## config.mk

```make
export PLATFORM = sky130hd
export DESIGN_NAME = tvbd_cfg
export DESIGN_NICKNAME = d
export VERILOG_FILES = /design/src/design/tvbd_pkg.sv /design/src/design/tvbd_cfg.sv
export SDC_FILE = /design/constraint.sdc
export NUM_CORES = 1
export LEC_CHECK = 0
export BUFFER_PORTS_ARGS = -buffer_cell sky130_fd_sc_hd__clkbuf_2
export CAP_MARGIN = 10
export CORE_ASPECT_RATIO = 1.25
export CORE_MARGIN = 5
export CORE_UTILIZATION = 40
export CTS_BUF_LIST = sky130_fd_sc_hd__clkbuf_8
export CTS_CLUSTER_SIZE = 30
export DETAILED_ROUTE_END_ITERATION = 8
export GPL_ROUTABILITY_DRIVEN = 1
export GPL_TIMING_DRIVEN = 0
export PLACE_DENSITY = 0.69
export REMOVE_ABC_BUFFERS = 1
export SYNTH_ARGS = -nofsm -noshare
export SYNTH_HDL_FRONTEND = slang
export SYNTH_SLANG_ARGS = --single-unit
```

## constraint.sdc

```tcl
create_clock -name clk -period 6.7 [get_ports clk]
set_input_delay 1.34 -clock clk [delete_from_list [all_inputs] [get_ports clk]]
set_output_delay 1.34 -clock clk [all_outputs]
set_load 0.005 [all_outputs]
```

## src/design/tvbd_pkg.sv

```systemverilog
// ---------------------------------------------------------------------------
// tvbd_pkg: shared types and constants
// Types, register codes, cipher constants and helper functions used by the
// TEA-variant block decryptor.
// ---------------------------------------------------------------------------
`default_nettype none

package tvbd_pkg;

  // Sum schedule of the cipher.
  localparam logic [31:0] SUM_START = 32'hC6EF3720;
  localparam logic [31:0] SUM_STEP  = 32'h61C88647;

  // Tail strings, indexed by the descending tail index; the last entry pads.
  localparam logic [7:0] TAIL_STD [8] = '{8'h58, 8'h74, 8'h45, 8'h61,
                                          8'h4E, 8'h70, 8'h4B, 8'h00};
  localparam logic [7:0] TAIL_VAR [8] = '{8'h4E, 8'h70, 8'h4B, 8'h21,
                                          8'h54, 8'h65, 8'h41, 8'h00};

  // Configuration register codes (word index on the APB port).
  typedef enum logic [2:0] {
    REG_KEY0        = 3'd0,
    REG_KEY1        = 3'd1,
    REG_KEY2        = 3'd2,
    REG_KEY3        = 3'd3,
    REG_USE_VARIANT = 3'd4,
    REG_TAIL_ENABLE = 3'd5
  } reg_idx_t;

  // Configuration seen by the datapath.
  typedef struct packed {
    logic [3:0][31:0] key;
    logic [3:0][7:0]  kmod;
    logic             variant;
    logic             tail_en;
  } tvbd_cfg_t;

  // Payload carried down the pipeline.
  typedef struct packed {
    logic        full;
    logic [3:0]  count;
    logic [31:0] x;
    logic [31:0] y;
  } tvbd_word_t;

  // One pipeline slot: valid bit plus payload.
  typedef struct packed {
    logic       valid;
    tvbd_word_t w;
  } tvbd_pipe_t;

  // Running sum at the start of round r.
  function automatic logic [31:0] sum_at(input int unsigned r);
    logic [31:0] rr;
    rr = 32'(r);
    return SUM_START + rr * SUM_STEP;
  endfunction

  // A 32-bit value modulo 255: since 256 is 1 mod 255, fold the bytes.
  function automatic logic [7:0] mod255(input logic [31:0] v);
    logic [9:0] s;
    logic [8:0] t;
    s = {2'b00, v[7:0]} + {2'b00, v[15:8]} + {2'b00, v[23:16]} + {2'b00, v[31:24]};
    t = {7'b0, s[9:8]} + {1'b0, s[7:0]};
    if (t >= 9'd255) begin
      t = t - 9'd255;
    end
    return t[7:0];
  endfunction

endpackage

`default_nettype wire

```

## src/design/tvbd_cfg.sv

```systemverilog
// ---------------------------------------------------------------------------
// tvbd_cfg: APB configuration registers
// Holds the key words, the mode bits and the key words reduced mod 255.
// ---------------------------------------------------------------------------
`default_nettype none

module tvbd_cfg (
  input  wire logic                clk,
  input  wire logic                rst_n,
  input  wire logic                psel,
  input  wire logic                penable,
  input  wire logic                pwrite,
  input  wire logic [4:0]          paddr,
  input  wire logic [31:0]         pwdata,
  output      logic [31:0]         prdata,
  output      logic                pready,
  output      tvbd_pkg::tvbd_cfg_t cfg
);

  logic [3:0][31:0]   key_r;
  logic [3:0][7:0]    kmod_r;
  logic               variant_r;
  logic               tail_en_r;
  logic               wr_en;
  tvbd_pkg::reg_idx_t idx;

  assign pready = 1'b1;
  assign wr_en  = psel & penable & pwrite;
  assign idx    = tvbd_pkg::reg_idx_t'(paddr[4:2]);

  // Register writes; the mod-255 key reduction is taken at write time.
  always_ff @(posedge clk) begin
    if (!rst_n) begin
      key_r     <= '0;
      kmod_r    <= '0;
      variant_r <= 1'b0;
      tail_en_r <= 1'b0;
    end else if (wr_en) begin
      case (idx)
        tvbd_pkg::REG_KEY0, tvbd_pkg::REG_KEY1,
        tvbd_pkg::REG_KEY2, tvbd_pkg::REG_KEY3: begin
          key_r[idx[1:0]]  <= pwdata;
          kmod_r[idx[1:0]] <= tvbd_pkg::mod255(pwdata);
        end
        tvbd_pkg::REG_USE_VARIANT: variant_r <= pwdata[0];
        tvbd_pkg::REG_TAIL_ENABLE: tail_en_r <= pwdata[0];
        default: ;
      endcase
    end
  end

  // Read-back mux.
  always_comb begin
    case (idx)
      tvbd_pkg::REG_KEY0, tvbd_pkg::REG_KEY1,
      tvbd_pkg::REG_KEY2, tvbd_pkg::REG_KEY3: prdata = key_r[idx[1:0]];
      tvbd_pkg::REG_USE_VARIANT:             prdata = {31'b0, variant_r};
      tvbd_pkg::REG_TAIL_ENABLE:             prdata = {31'b0, tail_en_r};
      default:                               prdata = '0;
    endcase
  end

  assign cfg.key     = key_r;
  assign cfg.kmod    = kmod_r;
  assign cfg.variant = variant_r;
  assign cfg.tail_en = tail_en_r;

endmodule

`default_nettype wire

```

==> results of run 1 <==
synth_stat cells (5+ instances only):
cell type / instances
sky130_fd_sc_hd__buf_1: 11
sky130_fd_sc_hd__o21ai_0: 21
sky130_fd_sc_hd__ha_1: 12
sky130_fd_sc_hd__nor3_1: 5
sky130_fd_sc_hd__fa_1: 17
sky130_fd_sc_hd__nand3_1: 26
sky130_fd_sc_hd__nor2_1: 20
sky130_fd_sc_hd__nor2b_1: 32
sky130_fd_sc_hd__mux4_2: 32
sky130_fd_sc_hd__xnor2_1: 5
sky130_fd_sc_hd__dfxtp_1: 162
sky130_fd_sc_hd__a211oi_1: 6
sky130_fd_sc_hd__clkbuf_1: 51
sky130_fd_sc_hd__a21oi_1: 142
sky130_fd_sc_hd__nand2_1: 280
sky130_fd_sc_hd__o21ai_1: 6
sky130_fd_sc_hd__inv_1: 43
cell families after synthesis:
| family | after synthesis |
|---|---|
| and+or+nand+nor | 387 |
| buffers and inverters | 110 |
| muxes | 35 |
| AOI/OAI and AO/OA | 206 |
| DFF | 162 |
| xor gates and xnor gates | 7 |
| other | 1 |
| adders and majority gates | 29 |
registers in the layout (all words and copies together) (netlist names):
name and cells:
tail_en_r 1, cfg 160, variant_r 1
cell type report:
class | count | area [µm²] | area share
clock buffers | 18 | 248 | 0.0257
clock inverters | 14 | 141 | 0.0147
inverters | 43 | 164 | 0.0170
multi-input cells | 665 | 4210 | 0.437
flip-flops and latches | 162 | 3240 | 0.337
well taps | 265 | 332 | 0.0344
repair buffers | 241 | 1300 | 0.135
layer usage:
layer | part of all wire | vias up | track usage
li1 | - | 3523 | -
met1 | 0.43 | 3494 | 0.258
met2 | 0.51 | 173 | 0.350
met3 | 0.047 | 12 | 0.0344
met4 | 0.011 | 0 | 0.0592
met5 | 0 | - | 0
power by group through the flow:
stage / logic [mW] / clock network (mW) / registers (mW)
2_1_floorplan: 0.493 / 0 / 1.00
3_3_place_gp: 0.677 / 0 / 1.00
3_5_place_dp: 0.692 / 0 / 1.00
4_1_cts: 0.697 / 0.736 / 0.978
5_1_grt: 0.770 / 0.774 / 0.980
6_report: 0.692 / 0.712 / 0.978
how the worst max path moves through the flow:
stage | startpoint | end | slack [ns] | depth (start not counted)
CTS | pwdata[9] | cfg[31] | 0.65 | 21
global placement | paddr[3] | cfg[7] | -2.44 | 4
global route | pwdata[9] | cfg[25] | 0.24 | 21
detailed placement | pwdata[9] | cfg[31] | 0.15 | 21
floorplan | pwdata[1] | cfg[9] | 0.97 | 20
finish | pwdata[1] | cfg[31] | 0.61 | 21
worst max-delay path, delay by kind of cell:
| family | cells | cell delay, ns |
|---|---|---|
| buf+inv | 4 | 0.33 |
| simple gates | 4 | 0.54 |
| compound gates | 8 | 2.40 |
| fa+ha+maj | 5 | 1.79 |
through the flow:
stage                     instances  utilization  hold slack [ns]
after floorplan                 870            -            0.453
after global placement         1368        0.468            0.445
after detailed placement       1376        0.477            0.453
after CTS                      1408        0.497            0.468
after global routing           1408        0.497            0.487
final                          1408        0.497            0.465
==> insert_results.sql, run 1 <==
INSERT INTO impl_metrics (metric_group, metric, value, unit) VALUES
('status', 'status', 'finished, final reports clean', ''),
('critical_path', 'r2r_cells', '3', ''),
('sta', 'finalMaxSlewViolations', '0', ''),
('pwr', 'max-vdd-ir-drop', '175', 'µV'),
('floorplan', 'dieArea', '0.0226', 'mm²'),
('logic_synthesis', 'ys.warnings.count', '0', ''),
('pwr', 'power.density', '247', 'mW/mm²'),
('sta', 'max_slew_margin', '0.200', ''),
('final_layout', 'drive_above_1_share', '0.292', ''),
('pwr', 'pwr-share-seq', '0.411', ''),
('final_layout', 'top_library_cells_by_usage_in_the_layout_fill_and_taps_aside', '279 x sky130_fd_sc_hd__nand2_1, 232 x sky130_fd_sc_hd__clkbuf_2, 162 x sky130_fd_sc_hd__dfxtp_1', ''),
('critical_path', 'cp_slowest_cell', 'sky130_fd_sc_hd__o21ai_0', ''),
('critical_path', 'timing.reg2reg.setup_slack', '5.95', 'ns'),
('critical_path', 'cp_cell_sequence', 'clkbuf_2 -> inv_1 -> fa_1 -> fa_1 -> inv_1 -> ha_1 -> inv_1 -> fa_1 -> nor2b_4 -> o311a_2 -> o221a_2 -> o21ai_0 -> nand2b_1 -> ha_1 -> a21oi_1 -> nor3b_2 -> and3_1 -> a211oi_2 -> o2bb2a_4 -> o21ai_0 -> o21ai_0', ''),
('clock_network', 'clock_path_buffers', '2', ''),
('floorplan', 'floorplan.die.width', '135', 'µm'),
('final_layout', 'nFillCells', '1921', ''),
('sta', 'final-setup-viol-count', '0', ''),
('logic_synthesis', 'synth_edf_count', '0', ''),
('min_path', 'hold_path.startpoint', 'cfg[16]', ''),
('clock_network', 'clkSinkCount', '162', ''),
('detailed_routing', 'wire_per_inst', '16.2', 'µm'),
('logic_synthesis', 'synth_seq_cells', '162', ''),
('pwr', 'power.share.switching', '0.348', ''),
('global_routing', 'via_count_of_the_first_global_routing_pass', '6835', ''),
('floorplan', 'initial_core_util', '0.405', ''),
('detailed_routing', 'drt-initial-drc-count', '416', ''),
('global_routing', 'grt_first_pass_wirelength', '37200', 'µm'),
('sta', 'tns', '0', 'ns'),
('logic_synthesis', 'synth_compound_area_frac', '0.152', ''),
('logic_synthesis', 'cells_after_synth', '937', ''),
('critical_path', 'critical_path.max_fanout', '5', ''),
('min_path', 'hold_path_end', 'cfg[16]', ''),
('pwr', 'netSwitchingPower', '0.830', 'mW'),
('clock_network', 'cts_tree', 'yes', ''),
('final_layout', 'most_frequent_standard_cell_in_the_layout_excluding_fill_and_tap_cells', 'sky130_fd_sc_hd__nand2_1', ''),
('critical_path', 'worstSetupEndpointType', 'register', ''),
('critical_path', 'max_stage_delay', '0.55', 'ns'),
('logic_synthesis', 'synth_simple_gate_area_share', '0.212', ''),
('logic_synthesis', 'postSynthAreaPerCell', '8.38', 'µm²'),
('detailed_routing', 'detailedRoute.firstPassIterationCount', '5', ''),
('logic_synthesis', 'synth_top_flop_cell', 'sky130_fd_sc_hd__dfxtp_1', ''),
('flow_run', 'maxcap_violations', '0', ''),
('placement', 'replace_congestion', '0.807', ''),
('placement', 'placed_standard_cell_area', '0.00925', 'mm²'),
('critical_path', 'cp-start-kind', 'input pin', ''),
('detailed_routing', 'wirelength', '22900', 'µm'),
('logic_synthesis', 'mappedNetlistArea', '0.00785', 'mm²'),
('placement', 'pre_cts_setup_slack', '0.150', 'ns'),
('sta', 'worst_slack', '0.606', 'ns'),
('final_layout', 'stdcell_area', '0.00964', 'mm²'),
('critical_path', 'critical_path.reg2reg.startpoint', 'cfg[30]', ''),
('floorplan', 'rows', '57', ''),
('detailed_routing', 'avgViaCountPerCell', '5.12', ''),
('placement', 'place_hpwl', '16200', 'µm'),
('sta', 'worst_clock_skew', '0', 'ns'),
('floorplan', 'floorplan.io_pins', '237', ''),
('min_path', 'hold_depth', '2', ''),
('clock_network', 'cts.hold.buffers_added', '0', ''),
('placement', 'io_buffer_count', '233', ''),
('logic_synthesis', 'async_reset_ff_frac', '0', ''),
('logic_synthesis', 'cell_types_occupying_the_most_area_after_synthesis', 'sky130_fd_sc_hd__dfxtp_1 41%, sky130_fd_sc_hd__nand2_1 13%, sky130_fd_sc_hd__mux4_2 9.2%', ''),
('detailed_routing', 'antenna_left', '0', ''),
('pwr', 'combPwrFrac', '0.290', ''),
('pwr', 'design_power_total', '2.38', 'mW'),
('critical_path', 'critical_path_required_time', '7.00', 'ns'),
('logic_synthesis', 'synth_top_area_cell', 'sky130_fd_sc_hd__dfxtp_1', ''),
('logic_synthesis', 'yosys.area_share.xor_xnor', '0.00876', ''),
('pwr', 'p_int', '1.55', 'mW'),
('detailed_routing', 'routed-via-count', '7202', ''),
('sta', 'final-hold-violation-count', '0', '');
No activity file was read; power rests on OpenSTA's default activity.
==> run 2, diff against run 1 <==
--- a/config.mk
+++ b/config.mk
@@ -7,16 +7,19 @@
 export LEC_CHECK = 0
 export BUFFER_PORTS_ARGS = -buffer_cell sky130_fd_sc_hd__clkbuf_2
 export CAP_MARGIN = 10
+export CELL_PAD_IN_SITES_DETAIL_PLACEMENT = 1
+export CELL_PAD_IN_SITES_GLOBAL_PLACEMENT = 2
 export CORE_ASPECT_RATIO = 1.25
 export CORE_MARGIN = 5
-export CORE_UTILIZATION = 40
+export CORE_UTILIZATION = 30
 export CTS_BUF_LIST = sky130_fd_sc_hd__clkbuf_8
 export CTS_CLUSTER_SIZE = 30
 export DETAILED_ROUTE_END_ITERATION = 8
 export GPL_ROUTABILITY_DRIVEN = 1
 export GPL_TIMING_DRIVEN = 0
-export PLACE_DENSITY = 0.69
+export PLACE_DENSITY = 0.85
 export REMOVE_ABC_BUFFERS = 1
+export SKIP_CTS_REPAIR_TIMING = 1
 export SYNTH_ARGS = -nofsm -noshare
 export SYNTH_HDL_FRONTEND = slang
 export SYNTH_SLANG_ARGS = --single-unit
==> run 2 against run 1 <==
Compared with the run above:
- wire length grew 16%
- global-route usage shrank 2.1 points
- register-to-register slack lost 0.02 ns
- via count grew 1.5%
- critical endpoint is now cfg[25]
- core utilization shrank 12 points
- first-iteration DRC count shrank 50%
- worst setup slack gained 0.027 ns
==> insert_results.sql, run 2 (synthesized netlist as in run 1, its figures left out) <==
INSERT INTO impl_metrics (metric_group, metric, value, unit) VALUES
('critical_path', 'worstSetupEndpointType', 'register', ''),
('status', 'status', 'finished, final reports clean', ''),
('critical_path', 'critical_path_required_time', '7.01', 'ns'),
('clock_network', 'clock_path_buffers', '2', ''),
('floorplan', 'floorplan.die.width', '155', 'µm'),
('floorplan', 'fp.dieH', '191', 'µm'),
('critical_path', 'critical_path.max_fanout', '5', ''),
('floorplan', 'initial_core_util', '0.303', ''),
('critical_path', 'cp_slowest_cell', 'sky130_fd_sc_hd__a211oi_1', ''),
('flow_run', 'maxcap_violations', '0', ''),
('critical_path', 'cp.buffers_inverters', '4', ''),
('pwr', 'design_power_total', '2.45', 'mW'),
('floorplan', 'dieArea', '0.0295', 'mm²'),
('critical_path', 'max_stage_delay', '0.74', 'ns'),
('final_layout', 'stdcell_area', '0.00987', 'mm²'),
('global_routing', 'antenna_found_initial', '0', ''),
('critical_path', 'cp-start-kind', 'input pin', ''),
('placement', 'dp_cells', '1455', ''),
('critical_path', 'critical_path_arrival', '6.38', 'ns'),
('final_layout', 'layout.nets', '1206', ''),
('final_layout', 'final_core_util', '0.380', ''),
('floorplan', 'floorplan.io_pins', '237', ''),
('sta', 'slew_worst_pin', '1.08', 'ns'),
('final_layout', 'final_cell_count_no_fill', '1488', ''),
('final_layout', 'layout-area-overhead-vs-synth', '25.6', '%'),
('pwr', 'total_leakage_power', '4.01', 'nW'),
('placement', 'place_hpwl', '19500', 'µm'),
('detailed_routing', 'wire_per_inst', '17.9', 'µm'),
('placement', 'pre_cts_setup_slack', '0.0540', 'ns'),
('critical_path', 'timing_worst_setup_path_type', 'in -> reg', ''),
('floorplan', 'core', '0.0259', 'mm²'),
('detailed_routing', 'antenna_left', '0', ''),
('final_layout', 'nFillCells', '3169', ''),
('final_layout', 'diodes', '0', ''),
('sta', 'fmaxAchievable', '165', 'MHz'),
('global_routing', 'grt_max_degree', '89', ''),
('placement', 'io_buffer_count', '233', ''),
('pwr', 'power.density', '248', 'mW/mm²'),
('clock_network', 'ctsRootBufferMaster', 'sky130_fd_sc_hd__clkbuf_8', ''),
('global_routing', 'grt_first_pass_wirelength', '42800', 'µm'),
('clock_network', 'clkSinkCount', '162', ''),
('final_layout', 'largest_reg_flops', '160', ''),
('global_routing', 'grt_overflow_total', '0', ''),
('placement', 'replace_congestion', '0.792', ''),
('min_path', 'hold_path.class', 'reg -> reg', ''),
('critical_path', 'cp_cell_sequence', 'clkbuf_2 -> inv_1 -> fa_1 -> fa_1 -> inv_1 -> ha_1 -> inv_1 -> fa_1 -> nor2b_4 -> o311a_2 -> o221a_2 -> o21ai_0 -> nand2b_1 -> ha_1 -> a21oi_1 -> xnor2_1 -> a22oi_1 -> nor3_1 -> nand3_1 -> a211oi_1 -> a211oi_1', ''),
('final_layout', 'drive_above_1_share', '0.294', ''),
('detailed_routing', 'drt-initial-drc-count', '206', ''),
('sta', 'worst_clock_skew', '0', 'ns'),
('pwr', 'max-vdd-ir-drop', '137', 'µV'),
('sta', 'fin_crit', '6.07', 'ns'),
('global_routing', 'track_usage', '0.181', ''),
('placement', 'placed_standard_cell_area', '0.00943', 'mm²'),
('global_routing', 'via_count_of_the_first_global_routing_pass', '7759', ''),
('detailed_routing', 'detail_route.drc_violations', '0', ''),
('sta', 'rsz0062_at_grt', 'false', ''),
('detailed_routing', 'detailedRoute.firstPassIterationCount', '6', ''),
('final_layout', 'top_library_cells_by_usage_in_the_layout_fill_and_taps_aside', '279 x sky130_fd_sc_hd__nand2_1, 232 x sky130_fd_sc_hd__clkbuf_2, 162 x sky130_fd_sc_hd__dfxtp_1', ''),
('sta', 'final-setup-viol-count', '0', ''),
('critical_path', 'cell_type_group_with_the_largest_total_delay_on_the_critical_path', 'compound AO/OA/AOI/OAI gates', ''),
('detailed_routing', 'wirelength', '26600', 'µm'),
('sta', 'worst_slack', '0.633', 'ns'),
('clock_network', 'cts_buffers', '17', ''),
('detailed_routing', 'avgViaCountPerCell', '4.91', ''),
('clock_network', 'cts_tree', 'yes', ''),
('final_layout', 'most_frequent_standard_cell_in_the_layout_excluding_fill_and_tap_cells', 'sky130_fd_sc_hd__nand2_1', ''),
('clock_network', 'path_clk_slew', '0.09', 'ns'),
('sta', 'final-hold-violation-count', '0', ''),
('sta', 'max_slew_margin', '0.281', ''),
('sta', 'layout_worst_path_cycle_share', '0.905', ''),
('detailed_routing', 'routed-via-count', '7308', ''),
('critical_path', 'timing.reg2reg.setup_slack', '5.93', 'ns'),
('sta', 'finalMaxSlewViolations', '0', ''),
('floorplan', 'rows', '66', ''),
('clock_network', 'cts-htree-levels', '4', ''),
('clock_network', 'insertion_delay', '0.46', 'ns');
-- run 2: cell count changes in the layout (fill, tap and decap cells not counted), sizes merged --
cell,before,now
inv,50,44
bufinv,1,3
clkinv,3,6
clkinvlp,3,4
buf,8,13
-- run 2: per-stage QoR --
step	hold WS, ns	setup TNS [ns]
floorplan	0.453	0
global placement	0.448	-87.49
detailed placement	0.456	0
CTS	0.475	0
global route	0.491	0
finish	0.469	0
-- run 2: where the power goes --
part	internal (mW)	leakage, nW	switching [mW]	total (mW)
combinational	0.268	2.50	0.439	0.707
sequential	0.972	1.31	0.00674	0.978
clock	0.376	0.202	0.388	0.764
-- run 2: worst paths after layout --
path	from	end	depth (start not counted)
hold / removal	cfg[16]	cfg[16]	2
setup reg to reg	cfg[30]	cfg[30]	3
hold reg to reg	cfg[16]	cfg[16]	2
setup / recovery	pwdata[1]	cfg[25]	21
-- run 2: routing by layer --
metal  wire length [µm]  share of wire  GRT usage  up-vias
met5                  0              0          0        -
met4                456          0.017     0.0537        0
met3               1060          0.040     0.0338       24
met2              13600           0.51      0.322      157
met1              11500           0.43      0.223     3591
li1                   -              -          -     3536
-- run 2: final cells by class --
class,instances,area [µm²],area share
multi-input combinational,665,4210,0.426
tap,340,425,0.0431
clock buffer,18,248,0.0251
timing repair buffer,246,1410,0.143
inverter,43,166,0.0169
sequential,162,3240,0.329
clock inverter,14,165,0.0167
-- run 2: worst register-to-register path: stages (launching register included) --
cell and delay [ns]:
sky130_fd_sc_hd__dfxtp_1 0.35, sky130_fd_sc_hd__nor2_1 0.05, sky130_fd_sc_hd__a21oi_1 0.14, sky130_fd_sc_hd__o311a_1 0.17
==> run 3, diff against run 2 <==
--- a/config.mk
+++ b/config.mk
@@ -12,7 +12,7 @@
 export CORE_ASPECT_RATIO = 1.25
 export CORE_MARGIN = 5
 export CORE_UTILIZATION = 30
-export CTS_BUF_LIST = sky130_fd_sc_hd__clkbuf_8
+export CTS_BUF_LIST = sky130_fd_sc_hd__clkbuf_8 sky130_fd_sc_hd__clkbuf_16
 export CTS_CLUSTER_SIZE = 30
 export DETAILED_ROUTE_END_ITERATION = 8
 export GPL_ROUTABILITY_DRIVEN = 1
==> run 3 against run 2 <==
Compared with the run above:
- sequential power about the same
- non-clock buffer count unchanged
- first-iteration DRC count increased by 8.7%
- worst hold slack got worse by 0.0035 ns
- power increased by 10%
- final cell count unchanged
- critical path depth unchanged
- core utilization increased by 0.74 points
- die area unchanged
- clock power increased by 34%
- wire length increased by 0.55%
- maximum frequency decreased by 1.2%
- critical path type unchanged
- largest cell class unchanged
- highest routed layer unchanged
==> insert_results.sql, run 3 (synthesized netlist as in run 1, its figures left out) <==
INSERT INTO impl_metrics (metric_group, metric, value, unit) VALUES
('clock_network', 'cts_buffers', '17', ''),
('sta', 'layout_worst_path_cycle_share', '0.917', ''),
('critical_path', 'cp_cell_sequence', 'clkbuf_2 -> inv_1 -> fa_1 -> fa_1 -> inv_1 -> ha_1 -> inv_1 -> fa_1 -> nor2b_4 -> o311a_2 -> o221a_2 -> o21ai_0 -> nand2b_1 -> ha_1 -> a21oi_1 -> nor3b_2 -> and3_1 -> a211oi_2 -> o2bb2a_4 -> o21ai_0 -> o21ai_0', ''),
('floorplan', 'initial_core_util', '0.303', ''),
('critical_path', 'critical_path_required_time', '6.99', 'ns'),
('final_layout', 'layout-area-overhead-vs-synth', '28.1', '%'),
('global_routing', 'grt_overflow_total', '0', ''),
('critical_path', 'cell_type_group_with_the_largest_total_delay_on_the_critical_path', 'compound AO/OA/AOI/OAI gates', ''),
('critical_path', 'critical_path.max_fanout', '5', ''),
('sta', 'final-setup-viol-count', '0', ''),
('detailed_routing', 'wire_per_inst', '18.0', 'µm'),
('detailed_routing', 'detailedRoute.firstPassIterationCount', '4', ''),
('sta', 'finalMaxSlewViolations', '0', ''),
('placement', 'placed_standard_cell_area', '0.00943', 'mm²'),
('pwr', 'combPwrFrac', '0.262', ''),
('detailed_routing', 'detail_route.drc_violations', '0', ''),
('final_layout', 'stdcell_area', '0.0101', 'mm²'),
('sta', 'fin_crit', '6.14', 'ns'),
('flow_run', 'maxcap_violations', '0', ''),
('floorplan', 'floorplan.die.width', '155', 'µm'),
('critical_path', 'max_stage_delay', '0.60', 'ns'),
('final_layout', 'top_library_cells_by_usage_in_the_layout_fill_and_taps_aside', '279 x sky130_fd_sc_hd__nand2_1, 232 x sky130_fd_sc_hd__clkbuf_2, 162 x sky130_fd_sc_hd__dfxtp_1', ''),
('pwr', 'p_clk_frac', '0.376', ''),
('clock_network', 'insertion_delay', '0.42', 'ns'),
('global_routing', 'antenna_found_initial', '0', ''),
('sta', 'rsz0062_at_grt', 'false', ''),
('final_layout', 'diodes', '0', ''),
('global_routing', 'track_usage', '0.182', ''),
('final_layout', 'drive_above_1_share', '0.294', ''),
('pwr', 'power.density', '269', 'mW/mm²'),
('pwr', 'netSwitchingPower', '0.868', 'mW'),
('critical_path', 'critical_path_arrival', '6.43', 'ns'),
('floorplan', 'floorplan.io_pins', '237', ''),
('final_layout', 'seq_area', '0.00324', 'mm²'),
('clock_network', 'cts-htree-levels', '4', ''),
('detailed_routing', 'drt-initial-drc-count', '224', ''),
('global_routing', 'grt_first_pass_wirelength', '43000', 'µm'),
('final_layout', 'final_cell_count_no_fill', '1488', ''),
('detailed_routing', 'avgViaCountPerCell', '4.92', ''),
('placement', 'place_hpwl', '19500', 'µm'),
('final_layout', 'area_of_combinational_cells_with_multiple_inputs', '0.00421', 'mm²'),
('floorplan', 'core', '0.0259', 'mm²'),
('critical_path', 'cp-start-kind', 'input pin', ''),
('status', 'status', 'finished, final reports clean', ''),
('sta', 'max_slew_margin', '0.267', ''),
('placement', 'dp_cells', '1455', ''),
('pwr', 'power.share.switching', '0.321', ''),
('sta', 'worst_clock_skew', '0', 'ns'),
('critical_path', 'cp.buffers_inverters', '4', ''),
('final_layout', 'nFillCells', '3148', ''),
('clock_network', 'cts_tree', 'yes', ''),
('pwr', 'pwr-share-seq', '0.362', ''),
('detailed_routing', 'antenna_left', '0', ''),
('sta', 'final-hold-violation-count', '0', ''),
('pwr', 'total_leakage_power', '4.10', 'nW'),
('final_layout', 'largest_reg_flops', '160', ''),
('placement', 'replace_congestion', '0.792', ''),
('pwr', 'p_int', '1.83', 'mW'),
('floorplan', 'dieArea', '0.0295', 'mm²'),
('floorplan', 'fp.dieH', '191', 'µm'),
('detailed_routing', 'wirelength', '26700', 'µm'),
('critical_path', 'worstSetupEndpointType', 'register', ''),
('clock_network', 'clock_path_buffers', '2', ''),
('sta', 'slew_worst_pin', '1.10', 'ns'),
('final_layout', 'layout.nets', '1206', ''),
('clock_network', 'clkSinkCount', '162', ''),
('min_path', 'hold_path.class', 'reg -> reg', ''),
('clock_network', 'path_clk_slew', '0.07', 'ns'),
('clock_network', 'ctsRootBufferMaster', 'sky130_fd_sc_hd__clkbuf_16', ''),
('pwr', 'max-vdd-ir-drop', '196', 'µV'),
('global_routing', 'grt_max_degree', '89', ''),
('final_layout', 'most_frequent_standard_cell_in_the_layout_excluding_fill_and_tap_cells', 'sky130_fd_sc_hd__nand2_1', ''),
('placement', 'io_buffer_count', '233', ''),
('detailed_routing', 'routed-via-count', '7318', ''),
('critical_path', 'timing_worst_setup_path_type', 'in -> reg', ''),
('global_routing', 'via_count_of_the_first_global_routing_pass', '7788', ''),
('critical_path', 'cp_slowest_cell', 'sky130_fd_sc_hd__o21ai_0', ''),
('sta', 'fmaxAchievable', '163', 'MHz'),
('pwr', 'design_power_total', '2.70', 'mW'),
('floorplan', 'rows', '66', '');
## run 3: cell count changes in the layout (fill, tap and decap cells not counted)
cell	change
sky130_fd_sc_hd__clkbuf_16	+17
sky130_fd_sc_hd__clkbuf_8	-17
## run 3: worst reg2reg max path, delay by kind of cell (launching register included)
family | cells | cell delay [ns]
AO/OA/AOI/OAI | 2 | 0.31
AND/OR/NAND/NOR | 1 | 0.05
flip-flops | 1 | 0.35
## run 3: metrics by stage
step / utilization / TNS [ns] / setup slack, ns / hold WS (ns)
2_1_floorplan: - / 0 / 0.971 / 0.453
3_3_place_gp: 0.354 / -87.49 / -2.82 / 0.448
3_5_place_dp: 0.364 / 0 / 0.0540 / 0.456
4_1_cts: 0.387 / 0 / 0.503 / 0.471
5_1_grt: 0.388 / 0 / 0.0441 / 0.487
6_report: 0.388 / 0 / 0.558 / 0.465
## run 3: worst paths after layout
kind,from,endpoint,slack (ns),depth (start not counted)
max,pwdata[1],cfg[23],0.56,21
min,cfg[16],cfg[16],0.47,2
max reg2reg,cfg[30],cfg[30],5.93,3
min reg2reg,cfg[16],cfg[16],0.47,2
## run 3: power groups by stage
stage | Clock (mW) | Combinational, mW | Sequential (mW)
floorplan | 0 | 0.493 | 1.00
global placement | 0 | 0.696 | 1.00
detailed placement | 0 | 0.715 | 1.00
CTS | 1.04 | 0.720 | 0.979
global route | 1.08 | 0.794 | 0.980
finish | 1.02 | 0.708 | 0.979
## run 3: metal layers
metal,share of wire,track usage,vias up,routed length [µm]
li1,-,-,3538,-
met4,0.019,0.0557,0,504
met2,0.51,0.322,150,13700
met3,0.039,0.0354,28,1040
met1,0.43,0.224,3602,11500
met5,0,0,-,0
## run 3: final cells by class
class	count	area share
well taps	340	0.0423
clock inverters	14	0.0164
multi-input cells	665	0.418
inverters	43	0.0165
repair buffers	246	0.140
clock buffers	18	0.0437
flip-flops and latches	162	0.322
